==> src/rtl/mfd_pkg.sv <==
// Shared types and constants for the meter frame deframer.
// Result record, status codes and reset defaults; no dependencies.
package mfd_pkg;

  localparam int ADDRESS_BYTES_DEF = 6;

  localparam logic [7:0] START_BYTE_RST = 8'h68;
  localparam logic [7:0] END_BYTE_RST   = 8'h16;

  localparam logic CFG_START_BYTE = 1'b0;
  localparam logic CFG_END_BYTE   = 1'b1;

  localparam logic KIND_PAYLOAD = 1'b0;
  localparam logic KIND_STATUS  = 1'b1;

  localparam logic [2:0] ST_OK         = 3'd0;
  localparam logic [2:0] ST_NO_START   = 3'd1;
  localparam logic [2:0] ST_NO_START2  = 3'd2;
  localparam logic [2:0] ST_TRUNCATED  = 3'd3;
  localparam logic [2:0] ST_NO_END     = 3'd4;
  localparam logic [2:0] ST_BAD_SUM    = 3'd5;

  typedef struct packed {
    logic        kind;
    logic [7:0]  payload;
    logic [47:0] meter_address;
    logic [7:0]  control_code;
    logic [7:0]  data_length;
    logic [2:0]  status;
    logic [7:0]  consumed;
  } res_t;

endpackage

==> src/rtl/meter_frame_deframer.sv <==
// Meter frame deframer top level: byte-wide frame parser with output skid.
// Depends on mfd_pkg for the result record and status codes.
//
// Takes one byte of a received buffer per cycle unless in_stall is high, and
// parses one meter frame per buffer: start byte, address, second start byte,
// control, length, data, checksum and end byte. Each data byte but one that
// ends the buffer leaves at once as a tentative payload transfer (kind 0);
// one status transfer (kind 1) closes the frame, and the bytes after it up to
// buffer_last are dropped. Throughput is one byte per cycle unless in_stall
// is high; the whole parse step is a single update of the frame state
// registers into the result register. A result register plus one skid entry
// sit on the output; in_stall rises only while the skid entry is occupied, so
// after a one-cycle out_stall the input waits until the skid entry drains.
// start_byte and end_byte are written through the cfg port; the user must write them while idle, unenforced here.
module meter_frame_deframer
  import mfd_pkg::*;
#(
  parameter int ADDRESS_BYTES = ADDRESS_BYTES_DEF
) (
  input  logic        clk,
  input  logic        rst_n,
  input  logic        cfg_wr_en,
  input  logic        cfg_index,
  input  logic [7:0]  cfg_data,
  input  logic        in_valid,
  output logic        in_stall,
  input  logic [7:0]  in_rx_byte,
  input  logic        in_buffer_last,
  output logic        out_valid,
  input  logic        out_stall,
  output logic        out_kind,
  output logic [7:0]  out_payload,
  output logic [47:0] out_meter_address,
  output logic [7:0]  out_control_code,
  output logic [7:0]  out_data_length,
  output logic [2:0]  out_status,
  output logic [7:0]  out_consumed
);

  localparam int ADDR_W = ADDRESS_BYTES * 8;

  localparam logic [3:0] PH_HUNT   = 4'd0;
  localparam logic [3:0] PH_ADDR   = 4'd1;
  localparam logic [3:0] PH_START2 = 4'd2;
  localparam logic [3:0] PH_CTRL   = 4'd3;
  localparam logic [3:0] PH_LEN    = 4'd4;
  localparam logic [3:0] PH_DATA   = 4'd5;
  localparam logic [3:0] PH_CS     = 4'd6;
  localparam logic [3:0] PH_END    = 4'd7;
  localparam logic [3:0] PH_DONE   = 4'd8;

  logic [7:0]        start_byte_r, end_byte_r;
  logic [3:0]        phase_r, phase_nxt;
  logic [7:0]        idx_r, idx_nxt;
  logic [ADDR_W-1:0] addr_r, addr_nxt;
  logic [7:0]        ctrl_r, ctrl_nxt;
  logic [7:0]        len_r, len_nxt;
  logic [7:0]        sum_r, sum_nxt;
  logic [7:0]        pos_r, pos_nxt;
  logic              good_r, good_nxt;

  logic              out_valid_r, skid_valid_r;
  res_t              out_r, skid_r;

  logic              in_fire;
  logic              emit;
  logic              is_stat;
  logic [2:0]        code;
  logic [7:0]        cons;
  logic [7:0]        pos_inc;
  logic [63:0]       addr_ext;
  res_t              res;

  assign in_stall = skid_valid_r;
  assign in_fire  = in_valid && !in_stall;
  assign pos_inc  = pos_r + 8'd1;

  always_comb begin
    phase_nxt = phase_r;
    idx_nxt   = idx_r;
    addr_nxt  = addr_r;
    ctrl_nxt  = ctrl_r;
    len_nxt   = len_r;
    sum_nxt   = sum_r;
    pos_nxt   = pos_r;
    good_nxt  = good_r;
    emit      = 1'b0;
    is_stat   = 1'b0;
    code      = ST_OK;
    cons      = 8'd0;
    addr_ext  = 64'd0;
    res       = '0;
    if (in_fire) begin
      pos_nxt = pos_inc;
      case (phase_r)
        PH_HUNT: begin
          if (in_rx_byte == start_byte_r) begin
            idx_nxt   = 8'd0;
            addr_nxt  = '0;
            ctrl_nxt  = 8'd0;
            len_nxt   = 8'd0;
            good_nxt  = 1'b0;
            sum_nxt   = in_rx_byte;
            phase_nxt = PH_ADDR;
          end
        end
        PH_ADDR: begin
          for (int i = 0; i < ADDRESS_BYTES; i++) begin
            if (idx_r == 8'(i)) addr_nxt[i*8 +: 8] = in_rx_byte;
          end
          sum_nxt = sum_r + in_rx_byte;
          idx_nxt = idx_r + 8'd1;
          if (idx_nxt >= 8'(ADDRESS_BYTES)) phase_nxt = PH_START2;
        end
        PH_START2: begin
          if (in_rx_byte != start_byte_r) begin
            emit      = 1'b1;
            is_stat   = 1'b1;
            code      = ST_NO_START2;
            phase_nxt = PH_DONE;
          end else begin
            sum_nxt   = sum_r + in_rx_byte;
            phase_nxt = PH_CTRL;
          end
        end
        PH_CTRL: begin
          ctrl_nxt  = in_rx_byte;
          sum_nxt   = sum_r + in_rx_byte;
          phase_nxt = PH_LEN;
        end
        PH_LEN: begin
          len_nxt   = in_rx_byte;
          sum_nxt   = sum_r + in_rx_byte;
          idx_nxt   = 8'd0;
          phase_nxt = (in_rx_byte == 8'd0) ? PH_CS : PH_DATA;
        end
        PH_DATA: begin
          sum_nxt = sum_r + in_rx_byte;
          idx_nxt = idx_r + 8'd1;
          if (idx_nxt >= len_r) phase_nxt = PH_CS;
          if (!in_buffer_last) emit = 1'b1;
        end
        PH_CS: begin
          good_nxt  = (in_rx_byte == sum_r);
          phase_nxt = PH_END;
        end
        PH_END: begin
          emit      = 1'b1;
          is_stat   = 1'b1;
          phase_nxt = PH_DONE;
          if (in_rx_byte != end_byte_r) begin
            code = ST_NO_END;
          end else if (!good_r) begin
            code = ST_BAD_SUM;
          end else begin
            code = ST_OK;
            cons = pos_inc;
          end
        end
        PH_DONE: ;
        default: phase_nxt = PH_DONE;
      endcase

      if (in_buffer_last && !emit && phase_nxt != PH_DONE) begin
        emit    = 1'b1;
        is_stat = 1'b1;
        code    = (phase_nxt == PH_HUNT) ? ST_NO_START : ST_TRUNCATED;
      end

      addr_ext = 64'(addr_nxt);
      if (is_stat) begin
        res.kind          = KIND_STATUS;
        res.meter_address = addr_ext[47:0];
        res.control_code  = ctrl_nxt;
        res.data_length   = len_nxt;
        res.status        = code;
        res.consumed      = cons;
      end else begin
        res.kind    = KIND_PAYLOAD;
        res.payload = in_rx_byte;
      end

      if (in_buffer_last) begin
        phase_nxt = PH_HUNT;
        pos_nxt   = 8'd0;
        idx_nxt   = 8'd0;
        addr_nxt  = '0;
        ctrl_nxt  = 8'd0;
        len_nxt   = 8'd0;
        sum_nxt   = 8'd0;
        good_nxt  = 1'b0;
      end
    end
  end

  always_ff @(posedge clk) begin
    if (!rst_n) begin
      start_byte_r <= START_BYTE_RST;
      end_byte_r   <= END_BYTE_RST;
      phase_r      <= PH_HUNT;
      idx_r        <= 8'd0;
      addr_r       <= '0;
      ctrl_r       <= 8'd0;
      len_r        <= 8'd0;
      sum_r        <= 8'd0;
      pos_r        <= 8'd0;
      good_r       <= 1'b0;
    end else begin
      if (cfg_wr_en) begin
        if (cfg_index == CFG_START_BYTE) start_byte_r <= cfg_data;
        if (cfg_index == CFG_END_BYTE)   end_byte_r   <= cfg_data;
      end
      phase_r <= phase_nxt;
      idx_r   <= idx_nxt;
      addr_r  <= addr_nxt;
      ctrl_r  <= ctrl_nxt;
      len_r   <= len_nxt;
      sum_r   <= sum_nxt;
      pos_r   <= pos_nxt;
      good_r  <= good_nxt;
    end
  end

  // result register with one skid entry
  always_ff @(posedge clk) begin
    if (!rst_n) begin
      out_valid_r  <= 1'b0;
      skid_valid_r <= 1'b0;
    end else begin
      if (out_valid_r && out_stall) begin
        if (emit) skid_valid_r <= 1'b1;
      end else if (skid_valid_r) begin
        out_valid_r  <= 1'b1;
        skid_valid_r <= 1'b0;
      end else begin
        out_valid_r <= emit;
      end
    end
  end

  always_ff @(posedge clk) begin
    if (out_valid_r && out_stall) begin
      if (emit) skid_r <= res;
    end else if (skid_valid_r) begin
      out_r <= skid_r;
    end else if (emit) begin
      out_r <= res;
    end
  end

  assign out_valid         = out_valid_r;
  assign out_kind          = out_r.kind;
  assign out_payload       = out_r.payload;
  assign out_meter_address = out_r.meter_address;
  assign out_control_code  = out_r.control_code;
  assign out_data_length   = out_r.data_length;
  assign out_status        = out_r.status;
  assign out_consumed      = out_r.consumed;

`ifndef ASSERT_OFF
  a_skid_behind_out: assert property (@(posedge clk) disable iff (!rst_n)
    skid_valid_r |-> out_valid_r)
    else $error("skid entry held without a result in the output register");

  a_last_rehunts: assert property (@(posedge clk) disable iff (!rst_n)
    (in_fire && in_buffer_last) |=> (phase_r == PH_HUNT && pos_r == 8'd0))
    else $error("buffer end did not return the parser to hunting");

  a_addr_index: assert property (@(posedge clk) disable iff (!rst_n)
    (phase_r == PH_ADDR) |-> (idx_r < 8'(ADDRESS_BYTES)))
    else $error("address byte index out of range");

  a_data_len: assert property (@(posedge clk) disable iff (!rst_n)
    (phase_r == PH_DATA) |-> (len_r != 8'd0))
    else $error("data phase entered with zero length");
`endif

endmodule
==> config.mk <==
export PLATFORM = sky130hd
export DESIGN_NAME = meter_frame_deframer
export DESIGN_NICKNAME = d
export VERILOG_FILES = /design/src/rtl/mfd_pkg.sv /design/src/rtl/meter_frame_deframer.sv
export SDC_FILE = /design/constraint.sdc
export NUM_CORES = 1
export LEC_CHECK = 0
export BUFFER_PORTS_ARGS = -buffer_cell sky130_fd_sc_hd__buf_4
export CAP_MARGIN = 20
export CORE_UTILIZATION = 55
export DETAILED_ROUTE_END_ITERATION = 16
export PLACE_DENSITY = 0.75
export SKIP_CTS_REPAIR_TIMING = 1
export SYNTH_ARGS = -nofsm -noshare
export SYNTH_HDL_FRONTEND = slang
export SYNTH_SLANG_ARGS = --single-unit
==> constraint.sdc <==
create_clock -name clk -period 10.28 [get_ports clk]
set_clock_uncertainty 0.15 [all_clocks]
set_input_delay 1.028 -clock clk [delete_from_list [all_inputs] [get_ports clk]]
set_output_delay 1.028 -clock clk [all_outputs]
set_load 0.02 [all_outputs]
==> results.txt <==
- Setup Total Neg Slack: 0 ns
- Clk pwr share: between 40% and 50%
- Number of pins exceeding their max-slew limit in the final report: 0
- Number of global-route vias before repair: around 8400
* Crit path kind: primary input to flop
- Including well taps, the total number of placed cells is ~1400.
* CP most frequent cell: buf_4
- Power density over the cells: 169.0 nW/um^2
* Final period utilization: between 30% and 40%
- Starting DRC count in detailed routing: 947
- In the routed layout, each cell is associated on average with a via count of around 6.2.
* Flip-flop count of the largest register, all copies and words added: 84
- Diode insertion count for antenna repair: 0
* Startpoint of the worst setup timing path: in_rx_byte[7]
- After floorplanning, the core was sized to cover approximately 22000 sq um.
- Setup slack on the worst reg-to-reg path comes out at between 6 and 7 ns.
- For this block, wires on met1 add up to between 10 and 15 mm.
- Die area: 23000 sq um
- Leading post-synthesis cells by cell area: edfxtp_1, dfxtp_1, a22o_1
- Routed wl met3: between 2 and 2.5 mm
- In this run, the combinational gates consume approximately 7.2% of the power.
* Peak clock frequency supported by timing: 0.2725 GHz
- GRT Util Overall: 25.39%
- Share of the yosys chip area belonging to registers: between 50% and 60%
* Leakage dissipation: 5.958 nW
* Uppermost layer routed: met4
- Ranked by flip-flop count, first place goes to skid_r.
- For this run, the leading register cell type out of synthesis is edfxtp_1.
- List of cells traversed by the critical path: buf_4, xor2_1, nor4_4, a21o_1, o21ai_0, a21oi_1, a21oi_4, buf_4
- Headroom to the max-slew limit came out at 26.03%.
- Excluding fillers, the count of instances in the completed layout stands at between 1000 and 1500.
* R2R depth: 7
- Number of register bits inferred by synthesis: between 200 and 300
- Clock latency on the worst-skew pair, taken at its later pin, is between 0.5 and 0.6 ns.
* Total half-perimeter wirelength after legalization and detailed placement: between 15 and 20 mm
- Relative to the synthesized area, the layout overhead comes to 14.94%.
- STA classifies the critical path startpoint as a primary input.
- The die is 151.7 microns wide.
- For this run, design rule violations remaining after detail routing come to 0.
* Vias after detailed routing: 9155
- Synthesized cell area: between 10000 and 15000 sq um
* Total gr overflow: 0
* Setup repair after global routing missed its margin: no
- Worst Hold Class: flop to flop
- Summed over all instances, the cell type with the most area after synthesis is edfxtp_1.
- Critical path endpoint: out_meter_address[27]
* Result of the run: complete, no violations
- After clock tree synthesis, the clock-pin slew on the worst setup and hold paths is 0.06 ns.
- Across the VDD grid, the largest voltage drop is around 95 uV.
- Top delay family on crit path: buffers and inverters
- Switching component of the power: approximately 0.00055 W
- TritonCTS built the clock tree.
- Top cell type's share of synthesized area: slightly above 40%
* Number of hold violations in the final report: 0
* Number of port buffers: between 100 and 150
- Maximum capacitance violations: 0
- Among all stages on the critical path, the largest delay is contributed by buf_4.
- Slew at the pin with the worst max-slew slack: about 1.1 ns
* Mean cell area of the mapped netlist: ~11 sq um
* Distinct cells, synth: 57
- Of all nets on the critical path, the largest fanout is a little under 70.
* CP Depth: 8
- Measured along the y axis, the die boundary spans around 150 microns.
- Final worst path period need: 3.669 ns
- Post-synth ARST share: 0%
- Together, buffers and inverters on the worst path number 2.
- The final layout contains routed wiring with a total length of between 20 and 30 mm.
* Post-route antenna net violation count: 0
* Cell count after synthesis: roughly 1100
* Leading post-synthesis cells by instance count: edfxtp_1, nand2_1, nand3_1
* Final RePlAce weighted congestion: ~0.9
- Of the cells placed in the final design, the portion with a size suffix greater than 1 is between 10% and 20%.
* Net switching share of the total power: between 20% and 30%
- Data arrives at the worst endpoint at 3.68 ns.
- Count of TritonRoute iterations in the first routing pass: 5
- Total CTS buffers: 28
* Cell chosen for the clock root: clkbuf_16
- Entering global routing, the biggest net connects between 80 and 90 pins.
- Wire length on met2: about 13 mm
- R2r endpoint: out_meter_address[27]
- Final setup viols: 0
* Delay of the slowest cell on the worst path: around 0.77 ns
* Proportion of power drawn by flip-flops and latches: 51.1%
* Average routed wire per standard cell: a little under 20 microns
* Placement Rows: 54
- Yosys instantiated no cell more often than edfxtp_1.
- The clock passes through at most 3 buffers.
* Required arrival time at the worst endpoint: a little over 10 ns
- STA classifies the critical path endpoint as a flop.
- Startpoint of the lowest-slack register-to-register path: phase_r[0]
* Number of antenna violations at the first check in global routing: 0
- TritonCTS sink count: ~280
* Starting Density: approximately 56%
- For this run, the number of Yosys warnings is 0.
- Syn_nets: ~1200
- Total internal power: around 0.0018 W
- Post-route standard cell area excluding fillers: around 14000 sq um
* Final #Nets: 1229
* Post-placement cell area: 13240 sq um
* Top Ports: 109
- Number of synthesized flops with an enable pin: between 150 and 200
* Global-route wire length before repair: approximately 45 mm
- In this run the number of H-tree levels came out at 1.
## how the worst min path moves through the flow
stage,startpoint,to,slack [ns],depth (start not counted)
CTS,addr_r[33],addr_r[33],0.32,1
global route,addr_r[38],addr_r[38],0.33,1
finish,addr_r[33],addr_r[33],0.32,1
detailed placement,addr_r[37],addr_r[37],0.30,1
global placement,addr_r[44],addr_r[44],0.30,1
floorplan,addr_r[32],addr_r[32],0.28,1
## power by group through the flow
stage	combinational, W	clock (W)	sequential (W)
after floorplan	0.0000869	0	0.00127
after global placement	0.000169	0	0.00125
after detailed placement	0.000171	0	0.00125
after CTS	0.000171	0.00100	0.00122
after global routing	0.000187	0.00104	0.00122
final	0.000173	0.000998	0.00122
## metal layers
layer  global-route usage, %  up-vias
li1                        -     4270
met1                   36.58     4452
met2                   39.66      385
met3                   3.593       48
met4                   7.921        0
met5                       0        -
## layout by cell type, fill, tap and decap left out, drive strengths merged, types with 20 or more instances in the layout
master  synthesis  layout
clkbuf         56      39
and3           26      26
nor2           46      46
a21oi          29      29
buf            24     118
nand3         120     120
nand2         140     140
a22o           70      70
ha             20      20
edfxtp        168     168
dfxtp         111     111
a21o           63      63
xor2           22      22
o21ai          27      27
## kinds of logic after synthesis
kind of cell,count (synthesis),synth area share [%]
xor gates and xnor gates,33,2.346
muxes,10,0.8228
adders and majority gates,21,2.194
buffers and inverters,94,3.108
and+or+nand+nor,412,16.22
DFF,279,58.99
AOI/OAI and AO/OA,267,16.31
## metrics by stage
stage	util, %	setup WS, ns	hold slack (ns)	total power (W)
3_3_place_gp	60.48	6.213	0.2978	0.001414
2_1_floorplan	-	1.415	0.2843	0.001353
6_report	64.68	6.611	0.3173	0.002393
4_1_cts	64.62	6.641	0.3192	0.002398
3_5_place_dp	60.48	6.067	0.2972	0.001418
5_1_grt	64.68	6.372	0.3310	0.002456
## layout make-up
cell class	count	area [sq um]
Clock buffer	38	812.0
Inverter	14	52.55
Fill cell	1687	7732
Multi-Input combinational cell	743	4690
Clock inverter	14	95.09
Timing Repair Buffer	119	890.9
Tap cell	280	350.3
Sequential cell	279	7268
## worst register-to-register path: cells and delay by family (launching register included)
family | cells | cell delay (ns)
simple gates | 2 | 0.48
buf+inv | 1 | 0.77
compound gates | 4 | 1.06
flops | 1 | 0.48
Note: power is estimated with default switching activity, not from simulation.
